## src/hdl/assert_macros.svh

```systemverilog
`ifndef ASSERT_MACROS_SVH
`define ASSERT_MACROS_SVH

// same-cycle implication, sampled on clk_i, off during reset
`define ASSERT_IMPL(label, ante, cons, msg) \
  label: assert property (@(posedge clk_i) disable iff (!rst_ni) (ante) |-> (cons)) \
    else $error(msg);

// next-cycle implication
`define ASSERT_NEXT(label, ante, cons, msg) \
  label: assert property (@(posedge clk_i) disable iff (!rst_ni) (ante) |=> (cons)) \
    else $error(msg);

`endif

```

## src/hdl/crcdfr_pkg.sv

```systemverilog
`timescale 1ns / 1ps

package crcdfr_pkg;

  localparam int BUFFER_DEPTH = 32;
  localparam int ADDR_W       = $clog2(BUFFER_DEPTH);
  localparam logic [5:0] LEN_LIMIT = 6'((BUFFER_DEPTH < 32) ? BUFFER_DEPTH : 32);
  localparam logic [5:0] LEN_MIN   = 6'd2;

  typedef enum logic [1:0] {
    ST_RX,
    ST_READ,
    ST_LOAD
  } dfr_state_e;

  typedef enum logic [2:0] {
    REG_CRC_POLY     = 3'd0,
    REG_CRC_INIT     = 3'd1,
    REG_GAMEPAD_HDR  = 3'd2,
    REG_GAMEPAD_LEN  = 3'd3,
    REG_CODE_HDR     = 3'd4,
    REG_CODE_LEN     = 3'd5
  } reg_idx_e;

  localparam logic [7:0] RST_CRC_POLY    = 8'h07;
  localparam logic [7:0] RST_CRC_INIT    = 8'hFF;
  localparam logic [7:0] RST_GAMEPAD_HDR = 8'hA6;
  localparam logic [5:0] RST_GAMEPAD_LEN = 6'd23;
  localparam logic [7:0] RST_CODE_HDR    = 8'hA7;
  localparam logic [5:0] RST_CODE_LEN    = 6'd6;

  // MSB-first CRC-8, one byte
  function automatic logic [7:0] crc8_fold(logic [7:0] crc, logic [7:0] b, logic [7:0] poly);
    logic [7:0] c;
    c = crc ^ b;
    for (int k = 0; k < 8; k++) begin
      c = c[7] ? ((c << 1) ^ poly) : (c << 1);
    end
    return c;
  endfunction

  function automatic logic [5:0] clamp_len(logic [5:0] len);
    logic [5:0] v;
    v = len;
    if (v < LEN_MIN) begin
      v = LEN_MIN;
    end
    if (v > LEN_LIMIT) begin
      v = LEN_LIMIT;
    end
    return v;
  endfunction

endpackage

```

## src/hdl/crc8_checked_packet_deframer.sv

```systemverilog
`timescale 1ns / 1ps
// Header-framed packet receiver with CRC-8 check.
// Input channel (rx_valid_i/rx_ready_o, rx_byte_i): one received byte per beat.
// While hunting, bytes that match neither header are dropped. A header picks
// the packet type and total length; bytes go into a single-port 8-bit buffer
// and a running CRC-8 (polynomial and seed from the APB registers).
// rx_ready_o stays high while header and body bytes are received.
// The final byte is the CRC. On a match with a total length above two, the
// payload bytes are read back from the buffer and sent on the output channel
// (out_valid_o/out_ready_i) with type, position and last flag; else dropped.
// Payload readout, per beat: buffer read, then output register load. After
// the CRC beat the first beat takes both steps. rx_ready_o is low during
// readout and rises once the last beat sits in the output register.
// A stalled receiver holds the output register; readout waits for it.
// Reset: hunting, registers at their defaults, output empty. The buffer is
// not cleared; entries are always written before they are read.
`include "assert_macros.svh"

module crc8_checked_packet_deframer import crcdfr_pkg::*; (
  input  logic        clk_i,
  input  logic        rst_ni,
  input  logic        psel,
  input  logic        penable,
  input  logic        pwrite,
  input  logic [4:0]  paddr,
  input  logic [31:0] pwdata,
  output logic [31:0] prdata,
  output logic        pready,
  input  logic        rx_valid_i,
  output logic        rx_ready_o,
  input  logic [7:0]  rx_byte_i,
  output logic        out_valid_o,
  input  logic        out_ready_i,
  output logic        packet_type_o,
  output logic [4:0]  byte_position_o,
  output logic [7:0]  payload_byte_o,
  output logic        last_o
);

  logic [7:0] crc_poly_q, crc_init_q, gamepad_hdr_q, code_hdr_q;
  logic [5:0] gamepad_len_q, code_len_q;

  dfr_state_e state_q, state_d;
  logic [5:0] fill_q, fill_d;
  logic [5:0] target_q, target_d;
  logic       type_q, type_d;
  logic [7:0] crc_q, crc_d;
  logic [4:0] idx_q, idx_d;
  logic [4:0] idx_last_q, idx_last_d;

  logic [7:0] mem_q [BUFFER_DEPTH];
  logic [7:0] rdata_q;
  logic       wr_en, rd_en, out_load;
  logic [ADDR_W-1:0] wr_addr, rd_addr;
  logic [8:0] wr_addr_ext, rd_addr_ext;

  logic       out_valid_q;
  logic       out_type_q, out_last_q;
  logic [4:0] out_pos_q;
  logic [7:0] out_byte_q;

  logic       rx_fire, cfg_wr;
  logic [2:0] cfg_idx;
  logic [7:0] crc_next;
  logic [5:0] fill_inc;
  logic [5:0] tlen_m3;

  assign pready  = 1'b1;
  assign cfg_wr  = psel && penable && pwrite;
  assign cfg_idx = paddr[4:2];

  always_ff @(posedge clk_i or negedge rst_ni) begin
    if (!rst_ni) begin
      crc_poly_q    <= RST_CRC_POLY;
      crc_init_q    <= RST_CRC_INIT;
      gamepad_hdr_q <= RST_GAMEPAD_HDR;
      gamepad_len_q <= RST_GAMEPAD_LEN;
      code_hdr_q    <= RST_CODE_HDR;
      code_len_q    <= RST_CODE_LEN;
    end else if (cfg_wr) begin
      case (cfg_idx)
        REG_CRC_POLY:    crc_poly_q    <= pwdata[7:0];
        REG_CRC_INIT:    crc_init_q    <= pwdata[7:0];
        REG_GAMEPAD_HDR: gamepad_hdr_q <= pwdata[7:0];
        REG_GAMEPAD_LEN: gamepad_len_q <= pwdata[5:0];
        REG_CODE_HDR:    code_hdr_q    <= pwdata[7:0];
        REG_CODE_LEN:    code_len_q    <= pwdata[5:0];
        default: ;
      endcase
    end
  end

  always_comb begin
    case (cfg_idx)
      REG_CRC_POLY:    prdata = {24'd0, crc_poly_q};
      REG_CRC_INIT:    prdata = {24'd0, crc_init_q};
      REG_GAMEPAD_HDR: prdata = {24'd0, gamepad_hdr_q};
      REG_GAMEPAD_LEN: prdata = {26'd0, gamepad_len_q};
      REG_CODE_HDR:    prdata = {24'd0, code_hdr_q};
      REG_CODE_LEN:    prdata = {26'd0, code_len_q};
      default:         prdata = 32'd0;
    endcase
  end

  assign rx_ready_o = (state_q == ST_RX);
  assign rx_fire    = rx_valid_i && rx_ready_o;
  assign fill_inc   = fill_q + 6'd1;
  assign tlen_m3    = target_q - 6'd3;

  assign wr_addr_ext = {3'd0, fill_q};
  assign wr_addr     = wr_addr_ext[ADDR_W-1:0];
  assign rd_addr_ext = {4'd0, idx_q} + 9'd1;
  assign rd_addr     = rd_addr_ext[ADDR_W-1:0];

  always_comb begin
    state_d    = state_q;
    fill_d     = fill_q;
    target_d   = target_q;
    type_d     = type_q;
    crc_d      = crc_q;
    idx_d      = idx_q;
    idx_last_d = idx_last_q;
    wr_en      = 1'b0;
    rd_en      = 1'b0;
    out_load   = 1'b0;
    crc_next   = crc8_fold(crc_q, rx_byte_i, crc_poly_q);
    unique case (state_q)
      ST_RX: begin
        if (rx_fire) begin
          if (fill_q == 6'd0) begin
            priority if (rx_byte_i == gamepad_hdr_q) begin
              type_d   = 1'b0;
              target_d = clamp_len(gamepad_len_q);
              fill_d   = 6'd1;
              wr_en    = 1'b1;
              crc_d    = crc8_fold(crc_init_q, rx_byte_i, crc_poly_q);
            end else if (rx_byte_i == code_hdr_q) begin
              type_d   = 1'b1;
              target_d = clamp_len(code_len_q);
              fill_d   = 6'd1;
              wr_en    = 1'b1;
              crc_d    = crc8_fold(crc_init_q, rx_byte_i, crc_poly_q);
            end else begin
            end
          end else if (fill_inc < target_q) begin
            wr_en  = 1'b1;
            crc_d  = crc_next;
            fill_d = fill_inc;
          end else begin
            fill_d   = 6'd0;
            target_d = 6'd0;
            if ((crc_q == rx_byte_i) && (target_q > LEN_MIN)) begin
              idx_d      = 5'd0;
              idx_last_d = tlen_m3[4:0];
              state_d    = ST_READ;
            end
          end
        end
      end
      ST_READ: begin
        rd_en   = 1'b1;
        state_d = ST_LOAD;
      end
      ST_LOAD: begin
        if (!out_valid_q || out_ready_i) begin
          out_load = 1'b1;
          idx_d    = idx_q + 5'd1;
          state_d  = (idx_q == idx_last_q) ? ST_RX : ST_READ;
        end
      end
      default: state_d = ST_RX;
    endcase
  end

  always_ff @(posedge clk_i or negedge rst_ni) begin
    if (!rst_ni) begin
      state_q    <= ST_RX;
      fill_q     <= 6'd0;
      target_q   <= 6'd0;
      type_q     <= 1'b0;
      crc_q      <= RST_CRC_INIT;
      idx_q      <= 5'd0;
      idx_last_q <= 5'd0;
    end else begin
      state_q    <= state_d;
      fill_q     <= fill_d;
      target_q   <= target_d;
      type_q     <= type_d;
      crc_q      <= crc_d;
      idx_q      <= idx_d;
      idx_last_q <= idx_last_d;
    end
  end

  always_ff @(posedge clk_i) begin
    if (wr_en) begin
      mem_q[wr_addr] <= rx_byte_i;
    end
    if (rd_en) begin
      rdata_q <= mem_q[rd_addr];
    end
  end

  always_ff @(posedge clk_i or negedge rst_ni) begin
    if (!rst_ni) begin
      out_valid_q <= 1'b0;
    end else if (out_load) begin
      out_valid_q <= 1'b1;
    end else if (out_ready_i) begin
      out_valid_q <= 1'b0;
    end
  end

  always_ff @(posedge clk_i) begin
    if (out_load) begin
      out_type_q <= type_q;
      out_pos_q  <= idx_q;
      out_byte_q <= rdata_q;
      out_last_q <= (idx_q == idx_last_q);
    end
  end

  assign out_valid_o     = out_valid_q;
  assign packet_type_o   = out_type_q;
  assign byte_position_o = out_pos_q;
  assign payload_byte_o  = out_byte_q;
  assign last_o          = out_last_q;

  `ASSERT_IMPL(a_fill_below_target, fill_q != 6'd0, fill_q < target_q, "fill reached target")
  `ASSERT_IMPL(a_readout_hunting, state_q != ST_RX, fill_q == 6'd0, "packet fill during readout")
  `ASSERT_IMPL(a_idx_in_range, state_q == ST_READ, idx_q <= idx_last_q, "readout index overrun")
  `ASSERT_NEXT(a_last_to_rx, out_load && (idx_q == idx_last_q), state_q == ST_RX, "readout not ended")

endmodule
```

## config.mk

```make
export PLATFORM = sky130hd
export DESIGN_NAME = crc8_checked_packet_deframer
export DESIGN_NICKNAME = d
export VERILOG_FILES = /design/src/hdl/crcdfr_pkg.sv /design/src/hdl/crc8_checked_packet_deframer.sv
export VERILOG_INCLUDE_DIRS = /design/src /design/src/hdl
export SDC_FILE = /design/constraint.sdc
export NUM_CORES = 1
export LEC_CHECK = 0
export BUFFER_PORTS_ARGS = -buffer_cell sky130_fd_sc_hd__buf_2
export CAP_MARGIN = 25
export CELL_PAD_IN_SITES_DETAIL_PLACEMENT = 1
export CELL_PAD_IN_SITES_GLOBAL_PLACEMENT = 2
export CORE_MARGIN = 3
export CORE_UTILIZATION = 40
export CTS_CLUSTER_SIZE = 28
export DETAILED_ROUTE_END_ITERATION = 8
export PLACE_DENSITY_LB_ADDON = 0.1
export SLEW_MARGIN = 10
export SYNTH_ARGS = -nofsm -noshare
export SYNTH_HDL_FRONTEND = slang
export SYNTH_SLANG_ARGS = --single-unit
```

## constraint.sdc

```tcl
create_clock -name clk_i -period 3.7 [get_ports clk_i]
set_clock_uncertainty 0.2 [all_clocks]
set_input_delay 0.185 -clock clk_i [delete_from_list [all_inputs] [get_ports clk_i]]
set_output_delay 0.185 -clock clk_i [all_outputs]
set_load 0.01 [all_outputs]
```

==> metrics.md <==
| Metric | Value |
|---|---|
| Endpoints failing hold | `0` |
| Total global-route track usage | `21.56%` |
| CTS H-tree lvls | `2` |
| Die area | `48170 um^2` |
| Req. time, crit path | `a little under 4 ns` |
| Mux cell area share after synthesis | `about 14%` |
| Fin. max-slew vios | `0` |
| Finish-stage setup viols | `8` |
| Slowest CP cell | `dfstp_2` |
| Die width | `219.5 um` |
| Post-synth EDFFs | `~280` |
| Total power | `approximately 18 mW` |
| GRT overflow | `0` |
| DP HPWL | `35910 um` |
| Area added between synthesis and finish | `23.44%` |
| Simple-Gate Fraction of Synth Area | `a little under a tenth` |
| Failing checks | `negative setup slack` |
| Chip height | `roughly 220 um` |
| Finished Cell Area | `about 23000 um^2` |
| Post-placement cell area | `~21000 um^2` |
| Storage cell area | `10380 um^2` |
| Nature of the critical path startpoint | `register` |
| Synth Area in Adders | `less than 1%` |
| Max-cap violations | `0` |
| Cell Area, Synth | `between 15000 and 20000 um^2` |
| Placement Setup Slack | `-0.6264 ns` |
| Synth Instances | `1313` |
| Compound-Gate Fraction of Synth Area | `6.966%` |
| Gp weighted congestion | `0.8234` |
| CP Buf/Inv Count | `3` |
| Port Buffer Count | `50` |
| Synth Register Bits | `357` |
| Post-route minimum period | `4.162 ns` |
| WL/cell | `23.26 um` |
| Worst slew margin | `just over 30%` |
| Vias | `11.81k` |
| FF-to-FF setup slack | `-0.46 ns` |
| Fin Hold WS | `0.04787 ns` |
| Max incr delay on CP | `0.59 ns` |
| Worst setup margin | `-0.4624 ns` |
| CTS buffer count | `40` |
| Core Footprint | `44610 um^2` |
| Critical path type | `register to register` |
| Sink Count | `357` |
| Initial Util | `40.87%` |
| N_diodes | `0` |
| Most frequent cell after synthesis | `edfxtp_1` |
| Vias/cell | `5.353` |
| CP Cell Sequence | `xor2_4, buf_12, xnor2_4, mux2i_2, buf_4, a2111oi_4, buf_4, a21oi_1, nor3_1, or4_4, a211oi_4, o21ai_2, xnor2_2, mux2_4, and2_4, o32ai_2` |
| Max Fanout on Critical Path | `5` |
| Largest family of logic cells by synthesized area | `multiplexers` |
| LEAKAGE | `8.313 nW` |
| Asr flop ratio synth | `21.85%` |
| Most frequent cells after synthesis | `edfxtp_1 (279), nand2_1 (138), nor2_1 (87)` |
| Later-pin clock latency in the skew report | `between 0.5 and 0.6 ns` |
| Final #Nets | `1648` |
| # DRC | `0` |
| WL final | `51310 um` |
| Worst slew pin tran | `about 1.0 ns` |
| CTS tree | `done` |
| PwrDens | `785.7 nW/um^2` |
| Largest cells by area after synthesis | `edfxtp_1 (46%), mux4_2 (9.9%), dfrtp_1 (6.0%), dfstp_2 (4.9%), xnor2_1 (3.7%)` |
| Footprint of the multi-input gates | `between 7000 and 8000 um^2` |
| CP dominant cell by count | `buf_4` |
| Antenna violations before repair | `1` |
| Most used DFF post-synth | `edfxtp_1` |
| Vias in the first global route | `12.42k` |
| Placed insts | `2096` |
| Period utilization | `112.5%` |
| Top cell type by total area after synthesis | `edfxtp_1` |
| Maximum VDD drop | `between 0.4 and 0.5 mV` |
| First-pass GRT wire length | `between 70000 and 80000 um` |
| Fmax | `240.2 MHz` |
| Placement Rows | `77` |
| Largest delay share family, worst path | `simple AND/OR/NAND/NOR gates` |
| Synth warn | `0` |
| Filler Cell Count | `4465` |
| Synth unique cells | `86` |
| Cell at the root of the clock tree | `clkbuf_16` |
| Antenna Nets Post-Route | `0` |
| Element type at the critical path end | `register` |
| TritonRoute pass-1 iters | `7` |
| Hold crit path type | `input pin to register` |
| Status | `finished with violations` |
| RSZ-0062 raised after global routing | `true` |
| First DRT Iteration DRCs | `between 700 and 800` |
| Post-synthesis sequential area ratio | `56.90%` |
| Post-Synth XOR/XNOR Area | `8.572%` |
| # IOs | `102` |
| Synth top area share | `45.96%` |
| Largest net degree at the start of global routing | `69` |
| Synth Area per Inst | `approximately 14 um^2` |
| Clock Path Buffers | `3` |
| Clock-pin slew on the worst setup and hold paths | `about 0.060 ns` |
| Worst EP arrival | `4.43 ns` |
| Final Instance Count excl. Fillers | `between 2k and 2.5k` |
| Fraction of layout instances using a drive strength above 1 | `38.29%` |
==> cells in the final DEF, fill, tap and decap left out, types with 9 or more instances in the layout <==
cell type and count:
nand2_1 128, edfxtp_1 279, o31ai_1 11, dfstp_2 34, ha_1 11, buf_2 49
clkinv_1 15, nor2_1 82, conb_1 25, o21ai_0 28, a22oi_1 9, xnor2_1 73
mux4_2 80, buf_4 224, nor3_1 22, a31oi_1 10, nand3_1 22, mux2_2 58
nand2_2 11, a21oi_1 25, clkbuf_16 41, xor2_1 28, mux2i_1 12, dlygate4sd3_1 16
inv_1 16, dfrtp_1 43
==> state kept, by name (all words and copies together), names as in the netlist, 5 cells and up <==
name / cells
mem_q: 256
idx_q: 5
gamepad_len_q: 6
crc_init_q: 8
gamepad_hdr_q: 8
crc_q: 8
fill_q: 6
byte_position_o: 5
code_len_q: 6
idx_last_q: 5
target_q: 6
payload_byte_o: 8
rdata_q: 8
code_hdr_q: 8
crc_poly_q: 8
==> stage by stage <==
step	TNS (ns)	utilization, %
6_report	-3.280	50.45
5_1_grt	-4.787	50.45
4_1_cts	-2.841	49.91
3_5_place_dp	-3.797	46.11
3_3_place_gp	-3.477	46.11
2_1_floorplan	-0.5391	-
==> what timing repair did <==
action                                  in CTS  in global routing
hold buffers                                16                  0
pin swaps                                   41                 17
endpoints found under the hold margin      105                  0
gates resized for setup                     47                 31
endpoints found under the setup margin       8                263
buffers inserted                            15                  9
==> cell type report <==
class / count / share of cell area, %
inverters: 16 / 0.2669
clock buffers: 45 / 4.626
repair buffers: 302 / 10.16
multi-input cells: 867 / 34.74
well taps: 592 / 3.292
flip-flops and latches: 357 / 46.11
clock inverters: 27 / 0.8062
==> per-layer routing <==
layer	GRT usage (%)	up-vias	share of wire [%]
met4	6.351	0	2.4
met3	2.551	64	3.0
met5	0	-	0
met2	36.73	179	51
met1	29.18	6096	44
li1	-	5469	-
==> worst min-delay path, delay by kind of cell <==
family / cells / cell delay (ns)
and+or+nand+nor: 1 / 0.08
AOI/OAI and AO/OA: 1 / 0.13
buffers and inverters: 1 / 0.20
xor gates and xnor gates: 1 / 0.16
==> logic make-up (layout without fill, tap and decap cells) <==
group	count (synthesis)	after routing
buffers and inverters	112	390
xor gates and xnor gates	137	137
muxes	155	155
and+or+nand+nor	358	358
DFF	357	357
other	2	25
AOI/OAI and AO/OA	180	180
adders and majority gates	12	12
==> path summary, 6_finish.rpt <==
kind	endpoint	startpoint	cells past startpoint
worst max-delay path	crc_q[2]	crc_q[7]	16
worst min-delay path	type_q	rx_byte_i[1]	4
worst max register to register	crc_q[2]	crc_q[7]	16
worst min register to register	payload_byte_o[5]	rdata_q[5]	0
max in group asynchronous	fill_q[3]	rst_ni	3
min in group asynchronous	gamepad_len_q[5]	rst_ni	2
==> where the power goes <==
| group | internal, mW | total [mW] | switching [mW] |
|---|---|---|---|
| clock | 2.10 | 3.72 | 1.62 |
| combinational | 4.57 | 9.01 | 4.45 |
| sequential | 4.67 | 4.94 | 0.271 |
Power figures use the tool's default switching activity.
